===== src/lzw_code_decoder_unit_defines.svh =====
`ifndef LZW_CODE_DECODER_UNIT_DEFINES_SVH
`define LZW_CODE_DECODER_UNIT_DEFINES_SVH

// Checks that a condition holds in the same cycle as its trigger.
`define LZWD_ASSERT_NOW(label, ck, rstn, ante, cons, msg) \
    label: assert property (@(posedge ck) disable iff (!rstn) (ante) |-> (cons)) \
        else $error(msg);

// Checks that a condition holds in the cycle after its trigger.
`define LZWD_ASSERT_NEXT(label, ck, rstn, ante, cons, msg) \
    label: assert property (@(posedge ck) disable iff (!rstn) (ante) |=> (cons)) \
        else $error(msg);

`endif


===== src/lzwd_pkg.sv =====
`timescale 1ns / 1ps
package lzwd_pkg;

    localparam int CODE_W = 12;
    localparam int BYTE_W = 8;
    localparam int LEN_W  = 7;

    // First code that names a dictionary entry; everything below is a literal.
    localparam logic [CODE_W-1:0] LITERALS = 12'd256;

    typedef enum logic [2:0] {
        S_IDLE,
        S_DECIDE,
        S_WALK,
        S_TAIL,
        S_ADD,
        S_EMIT
    } lzwd_state_t;

    typedef struct packed {
        logic [CODE_W-1:0] prefix;
        logic [BYTE_W-1:0] suffix;
        logic [LEN_W-1:0]  len;
    } dict_word_t;

    typedef struct packed {
        logic             start;
        logic             bad;
        logic [LEN_W-1:0] len;
    } emit_cmd_t;

endpackage


===== src/lzwd_emit.sv =====
`timescale 1ns / 1ps
module lzwd_emit #(
    parameter int DEPTH = 64
) (
    input  logic                           clk,
    input  logic                           rst_n,
    input  logic                           stk_we,
    input  logic [$clog2(DEPTH)-1:0]       stk_addr,
    input  logic [lzwd_pkg::BYTE_W-1:0]    stk_wdata,
    input  lzwd_pkg::emit_cmd_t            cmd,
    output logic                           busy,
    output logic                           out_valid,
    input  logic                           out_ready,
    output logic [lzwd_pkg::BYTE_W-1:0]    data_byte,
    output logic                           last_byte,
    output logic                           bad_code
);

    localparam int AW = $clog2(DEPTH);

    logic [lzwd_pkg::BYTE_W-1:0] stack [DEPTH];
    logic [lzwd_pkg::BYTE_W-1:0] q_reg;

    logic                        active_reg, active_next;
    logic                        pend_reg, pend_next;
    logic [lzwd_pkg::LEN_W-1:0]  k_reg, k_next;
    logic [lzwd_pkg::LEN_W-1:0]  rd_idx_reg;
    logic [lzwd_pkg::LEN_W-1:0]  len_reg;
    logic                        bad_reg;
    logic                        out_valid_reg;
    logic [lzwd_pkg::BYTE_W-1:0] data_byte_reg;
    logic                        last_byte_reg;
    logic                        bad_code_reg;

    logic load;
    logic issue;

    // The output register takes the fetched byte when it is empty or being emptied.
    assign load  = pend_reg && (!out_valid_reg || out_ready);
    assign issue = active_reg && (k_reg != len_reg) && (!pend_reg || load);

    always_comb
    begin
        active_next = active_reg;
        k_next      = k_reg;
        pend_next   = issue || (pend_reg && !load);
        if (issue)
        begin
            k_next = k_reg + 1'b1;
        end
        if (active_reg && (k_reg == len_reg) && !pend_reg)
        begin
            active_next = 1'b0;
        end
        if (cmd.start)
        begin
            active_next = 1'b1;
            k_next      = '0;
            pend_next   = 1'b0;
        end
    end

    always_ff @(posedge clk)
    begin
        if (stk_we)
        begin
            stack[stk_addr] <= stk_wdata;
        end
    end

    always_ff @(posedge clk)
    begin
        if (issue)
        begin
            q_reg      <= stack[AW'(k_reg)];
            rd_idx_reg <= k_reg;
        end
        if (cmd.start)
        begin
            len_reg <= cmd.len;
            bad_reg <= cmd.bad;
        end
        if (load)
        begin
            data_byte_reg <= bad_reg ? '0 : q_reg;
            last_byte_reg <= (rd_idx_reg == (len_reg - 1'b1));
            bad_code_reg  <= bad_reg;
        end
    end

    always_ff @(posedge clk or negedge rst_n)
    begin
        if (!rst_n)
        begin
            active_reg    <= 1'b0;
            pend_reg      <= 1'b0;
            k_reg         <= '0;
            out_valid_reg <= 1'b0;
        end
        else
        begin
            active_reg <= active_next;
            pend_reg   <= pend_next;
            k_reg      <= k_next;
            if (load)
            begin
                out_valid_reg <= 1'b1;
            end
            else if (out_ready)
            begin
                out_valid_reg <= 1'b0;
            end
        end
    end

    assign busy      = active_reg;
    assign out_valid = out_valid_reg;
    assign data_byte = data_byte_reg;
    assign last_byte = last_byte_reg;
    assign bad_code  = bad_code_reg;

endmodule


===== config.mk =====
export PLATFORM = sky130hd
export DESIGN_NAME = lzwd_emit
export DESIGN_NICKNAME = d
export VERILOG_FILES = /design/src/lzw_code_decoder_unit_defines.svh /design/src/lzwd_pkg.sv /design/src/lzwd_emit.sv
export SDC_FILE = /design/constraint.sdc
export NUM_CORES = 1
export LEC_CHECK = 0
export BUFFER_PORTS_ARGS = -buffer_cell sky130_fd_sc_hd__buf_2
export CORE_MARGIN = 4
export CORE_UTILIZATION = 39
export CTS_CLUSTER_SIZE = 16
export DETAILED_ROUTE_END_ITERATION = 12
export GPL_ROUTABILITY_DRIVEN = 0
export PLACE_DENSITY = 0.56
export SYNTH_ARGS = -nofsm -noshare
export SYNTH_HDL_FRONTEND = slang
export SYNTH_SLANG_ARGS = --single-unit

===== constraint.sdc =====
create_clock -name clk -period 2.5 [get_ports clk]
set_clock_uncertainty 0.05 [all_clocks]
set_input_delay 0.125 -clock clk [delete_from_list [all_inputs] [get_ports clk]]
set_output_delay 0.125 -clock clk [all_outputs]
set_load 0.005 [all_outputs]

==> run_results.csv, run 1 <==
group,metric,value,unit
synth,syn_avg_cell_area,19.91,µm²
critical_path,cp_data_arrival_time,2740,ps
min_path,min_path_type,"in2reg",
global_route,antenna_found_initial,3,
timing,relSlewSlack,38.03,%
timing,drv_slew,0,
floorplanning,rows,86,
drt,drtPass1Iterations,5,
synth,synth_seq_cells,555,
cts,h-tree-depth,2,
critical_path,r2r_cells,6,
cts,clk_pin_slew,60,ps
drt,vias,11230,
outcome,status,"finished clean",
place,hpwl,33.22,mm
layout,regArea,16630,µm²
layout,final_util,47.65,%
synth,synthMuxAreaShare,14.37,%
global_route,gr-usage-met1,24.42,%
critical_path,end_kind,"register",
layout,layout.nets,1354,
timing,finalSetupTns,0,ps
drt,drt_iter0_markers,977,
critical_path,cp.required,2780,ps
pwr,power_density,802.1,nW/µm²
timing,hold_violations,0,
timing,fmax,407.1,MHz
critical_path,critPathMaxFanout,5,
place,io_buffers,38,
floorplanning,start_util,39.55,%
layout,nFillCells,4591,
global_route,grt_max_degree,65,
floorplanning,die_h,245.1,µm
layout,postLayoutCellArea,26410,µm²
floorplanning,die_x,245.1,µm
drt,drt_drc_violations_left,0,
place,place_area,24140,µm²
critical_path,crit_type,"reg2reg",
critical_path,rr_endpoint,"q_reg[6]",
critical_path,r2r_start,"k_reg[0]",
layout,syn2layout_area_growth,20.48,%
timing,rsz0062_at_grt,"false",
timing,fin_crit_sh,98.26,%
global_route,overflow,0,
floorplanning,die_area,60060,µm²
synth,synth_xor_area_share,0.7992,%
critical_path,startpoint_type,"register",
global_route,grt_pass1_vias,11660,
layout,multiInputGateArea,4984,µm²
place,placedCellCount,1994,
synth,synth_compound_area_share,3.277,%
global_route,grt_busiest_layer,"met2",
cts,cts_buffer_depth,3,
timing,tightest_slew,929.5,ps
synth,synth_cell_types,52,
cts,cts_tree,"yes",
synth,seq_area_frac_synth,75.81,%
synth,ys.flop_type,"edfxtp_1",
global_route,use_met2,27.79,%
timing,finalSetupViolCount,0,
synth,synth-edff-count,545,
layout,largest_reg_flops,512,
synth,synth-simple-area-share,3.876,%
synth,syn_area,21920,µm²
synth,netlist_instances,1101,
timing,layout_setup_ws,43.61,ps
drt,detail_route.wl_per_cell,24.77,µm
synth,synth_fa_ha_area_share,0.1142,%
place,dpl_worst_slack,-107.2,ps
cts,cts-buffers-inserted,57,
drt,ant_nets,0,
synth,syn-num-nets,1130,
floorplanning,core_area,55420,µm²
layout,final_layout_size_suffix_gt1_share,30.08,%
floorplanning,pin_count,39,
cts,root_buffer,"clkbuf_16",
min_path,min_from,"stk_addr[2]",
cts,cts_sinks,555,
layout,final_cells,2122,
min_path,hold_depth,3,
global_route,use_met3,2.993,%
synth,synth_top_family_by_area,"multiplexers",
synth,async_reset_ff_share,1.802,%
job,cap_violations,0,
drt,routed_wl,52.57,mm
global_route,grt_pass1_wl,77.09,mm
pwr,p_leak,8.583,nW
synth,yosysWarnings,0,
cts,clkLatencyLatePin,620,ps
global_route,track_usage,17.28,%
critical_path,rrSetupSlack,40,ps
timing,min_period,2456,ps
pwr,irDropWorstVdd,543.6,µV
drt,vias_per_cell,5.292,
min_path,hold_end,"stack[48][4]",
synthesized netlist by cell type (7+ instances only):
cell	n	share of area [%]
edfxtp_1	545	75
nor2_1	85	1.5
mux2i_1	75	3.4
mux4_2	75	7.7
mux2_2	21	1.1
a221oi_1	20	0.80
nand2_1	20	0.34
clkbuf_1	19	0.33
mux4_1	18	2.2
buf_2	17	0.39
o22ai_1	17	0.49
nor2b_1	16	0.46
xnor2_1	14	0.56
a21oi_1	11	0.25
buf_4	11	0.38
nand3_1	11	0.25
dfrtp_1	10	1.1
o221ai_1	10	0.40
or4_1	9	0.31
a22oi_1	8	0.27
o21ai_0	7	0.16
o31ai_1	7	0.24
kinds of logic (layout without fill, tap and decap cells):
| logic type | after synthesis | in the layout |
|---|---|---|
| compound gates | 98 | 98 |
| xor+xnor | 20 | 20 |
| fa+ha+maj | 2 | 2 |
| buf+inv | 63 | 335 |
| flops | 555 | 555 |
| mux | 189 | 189 |
| other cells | 0 | 1 |
| simple gates | 174 | 174 |
per-stage QoR:
step | hold WS [ps] | total power, mW
after global routing | 71.52 | 21.93
final | 69.34 | 21.18
after detailed placement | -34.40 | 12.52
after global placement | -36.90 | 12.51
after CTS | 25.11 | 21.32
after floorplan | -220.6 | 11.77
worst max-delay path: stages, from the launching register on:
cell,delay [ps]
dfrtp_4,460
buf_4,180
mux4_1,570
mux2_2,310
a221oi_2,330
or4_4,210
o31ai_1,70
how the worst max path moves through the flow:
stage	end	slack (ps)	depth (start not counted)	startpoint
detailed placement	q_reg[2]	-110	6	k_reg[1]
floorplan	q_reg[1]	220	8	k_reg[0]
finish	q_reg[6]	40	6	k_reg[0]
global route	q_reg[4]	0.2	6	k_reg[0]
CTS	q_reg[2]	8	6	k_reg[1]
global placement	q_reg[2]	-70	6	k_reg[1]
report_power, final:
part / leakage (nW) / switching (mW) / total (mW) / internal, mW
combinational: 2.58 / 1.01 / 1.95 / 0.945
sequential: 5.06 / 0.0941 / 10.5 / 10.4
clock: 0.938 / 3.56 / 8.76 / 5.20
total: 8.58 / 4.66 / 21.2 / 16.5
layout make-up:
type	count	area share [%]
inverter	4	0.07107
clock buffer	69	5.652
tap	748	3.544
sequential	555	62.96
multi-input combinational	483	18.87
timing repair buffer	224	7.178
antenna	1	0.009476
clock inverter	38	1.715
metal layers:
metal / vias up / wire length, µm / part of all wire (%)
li1: 4992 / - / -
met1: 5849 / 23280 / 44
met2: 300 / 25110 / 48
met3: 85 / 2810 / 5.3
met4: 4 / 1342 / 2.6
met5: - / 27 / 0.051
timing repair:
item                                    CTS  global route
resized for setup                         8             7
gates cloned                              0             2
endpoints found under the setup margin    5            21
buffers inserted                          0             3
hold buffers                             15             0
endpoints found under the hold margin    56             0
cells in the final DEF (no fill, tap or decap), types with 13 or more instances in the layout:
master,Yosys,final
a221oi_1,20,13
buf_12,3,17
buf_2,17,38
buf_4,11,150
clkbuf_16,0,60
dlygate4sd3_1,0,15
edfxtp_1,545,545
mux2_2,21,21
mux2i_1,75,75
mux4_1,18,18
mux4_2,75,75
nand2_1,20,20
nor2_1,85,85
nor2b_1,16,16
o22ai_1,17,17
xnor2_1,14,14
No activity file was read; power rests on OpenSTA's default activity.
==> inputs of run 2 (changes only) <==
--- a/config.mk
+++ b/config.mk
@@ -7,11 +7,11 @@
 export LEC_CHECK = 0
 export BUFFER_PORTS_ARGS = -buffer_cell sky130_fd_sc_hd__buf_2
 export CORE_MARGIN = 4
-export CORE_UTILIZATION = 39
+export CORE_UTILIZATION = 55
 export CTS_CLUSTER_SIZE = 16
 export DETAILED_ROUTE_END_ITERATION = 12
 export GPL_ROUTABILITY_DRIVEN = 0
-export PLACE_DENSITY = 0.56
+export PLACE_DENSITY = 0.73
 export SYNTH_ARGS = -nofsm -noshare
 export SYNTH_HDL_FRONTEND = slang
 export SYNTH_SLANG_ARGS = --single-unit
==> run_results.csv, run 2 (synthesized netlist as in run 1, its figures left out) <==
group,metric,value,unit
timing,drv_slew,0,
floorplanning,pin_count,39,
drt,vias_per_cell,6.153,
drt,drt_iter0_markers,1417,
critical_path,crit_family,"compound AO/OA/AOI/OAI gates",
layout,postLayoutCellArea,25800,µm²
global_route,grt_pass1_vias,11560,
timing,layout_setup_ws,8.819,ps
cts,cts_tree,"yes",
job,cap_violations,0,
place,hpwl,30.85,mm
layout,nFillCells,2469,
critical_path,crit_end,"q_reg[7]",
critical_path,path_depth,7,
min_path,min_path_type,"in2reg",
critical_path,crit_type,"reg2reg",
cts,root_buffer,"clkbuf_16",
global_route,grt_pass1_wl,74.09,mm
layout,syn2layout_area_growth,17.73,%
floorplanning,rows,72,
cts,clk_pin_slew,60,ps
layout,layout_common_cells,"545 x edfxtp_1, 146 x buf_4, 85 x nor2_1",
drt,detail_route.wl_per_cell,26.55,µm
cts,cts_sinks,555,
drt,vias,11520,
timing,rsz0062_at_grt,"true",
place,dpl_worst_slack,-146.7,ps
critical_path,crit_path_start,"k_reg[1]",
critical_path,r2r_start,"k_reg[1]",
drt,ant_nets,0,
floorplanning,core_area,39010,µm²
global_route,grt_max_degree,65,
critical_path,startpoint_type,"register",
layout,largest_reg_flops,512,
pwr,totalPowerFinal,20.34,mW
floorplanning,die_h,207.6,µm
timing,fin_crit_sh,99.65,%
timing,tightest_slew,960.6,ps
critical_path,crit_chain,"buf_4, buf_12, mux2i_1, a221oi_1, a221oi_2, or4_1, o31ai_1",
outcome,status,"finished clean",
critical_path,cp_data_arrival_time,2850,ps
layout,final_layout_size_suffix_gt1_share,30.04,%
critical_path,rr_endpoint,"q_reg[7]",
timing,finalSetupViolCount,0,
timing,fmax,401.4,MHz
pwr,power_density,788.4,nW/µm²
drt,drtPass1Iterations,5,
timing,hold_violations,0,
floorplanning,start_util,56.19,%
cts,cts-buffers-inserted,53,
layout,final_cells,1873,
critical_path,critPathMaxFanout,17,
critical_path,cpMaxStageDelayCell,"or4_1",
timing,min_period,2491,ps
timing,relSlewSlack,35.72,%
critical_path,cp.required,2860,ps
critical_path,critPathBufInv,2,
place,io_buffers,38,
cts,clkLatencyLatePin,590,ps
layout,multiInputGateArea,5027,µm²
floorplanning,die_area,43110,µm²
pwr,p_leak,8.437,nW
critical_path,max_stage_delay,600,ps
layout,layout_commonest_cell,"edfxtp_1",
cts,cts_buffer_depth,3,
critical_path,r2r_cells,7,
global_route,overflow,0,
place,place_area,23710,µm²
drt,routed_wl,49.74,mm
layout,regArea,16620,µm²
critical_path,rrSetupSlack,9,ps
pwr,irDropWorstVdd,459.7,µV
global_route,track_usage,23.04,%
cts,h-tree-depth,2,
place,placedCellCount,1752,
global_route,antenna_found_initial,1,
layout,diodes,0,
floorplanning,die_x,207.6,µm
critical_path,end_kind,"register",
drt,drt_drc_violations_left,0,
layout,layout.nets,1342,
-- run 2: cell types whose count changed in the layout (fill, tap and decap cells not counted), moves of 4 or more --
| cell | previous run | this run |
|---|---|---|
| clkbuf_16 | 60 | 54 |
| buf_4 | 150 | 146 |
| clkinv_2 | 8 | 14 |
| buf_12 | 17 | 13 |
-- run 2: area by class of cell --
cell class	count	area share, %
multi-input combinational	483	19.48
clock buffer	62	5.271
clock inverter	35	1.387
sequential	555	64.43
timing repair buffer	216	6.866
tap	518	2.512
inverter	4	0.05818
-- run 2: per-layer routing --
metal | track usage, % | part of all wire [%] | vias to the layer above
met3 | 7.451 | 11 | 99
li1 | - | - | 4944
met1 | 32.39 | 39 | 5863
met2 | 35.03 | 47 | 616
met4 | 7.407 | 2.8 | 2
met5 | 0 | 0.034 | -
-- run 2: power by group --
| group | total, mW | internal [mW] | switching, mW |
|---|---|---|---|
| Combinational | 1.96 | 0.944 | 1.01 |
| Sequential | 10.5 | 10.4 | 0.0879 |
| Clock | 7.93 | 4.61 | 3.32 |
| Total | 20.3 | 15.9 | 4.42 |
-- run 2: worst min path at each step --
stage | from | to | slack [ps] | cells past startpoint
3_5_place_dp | rst_n | out_valid | -40 | 1
6_report | stk_wdata[1] | stack[1][1] | 50 | 1
4_1_cts | stk_wdata[1] | stack[1][1] | 30 | 1
5_1_grt | stk_wdata[1] | stack[1][1] | 50 | 1
2_1_floorplan | rst_n | busy | -220 | 0
3_3_place_gp | rst_n | out_valid | -40 | 1
-- run 2: through the flow --
stage	hold slack, ps	TNS [ps]	util (%)
2_1_floorplan	-220.6	0	-
3_3_place_gp	-41.47	-237.0	60.79
3_5_place_dp	-39.41	-536.4	60.79
4_1_cts	27.83	0	65.77
5_1_grt	47.14	-102.9	66.15
6_report	53.40	0	66.15
-- run 2: what timing repair did --
action                                  4_1_cts  5_1_grt
cloned                                        0        1
endpoints found under the setup margin        8       12
gates resized for setup                       3       21
buffers inserted                              6        2
hold buffers                                 15        0
endpoints found under the hold margin       129        0
pin swaps                                     0        2
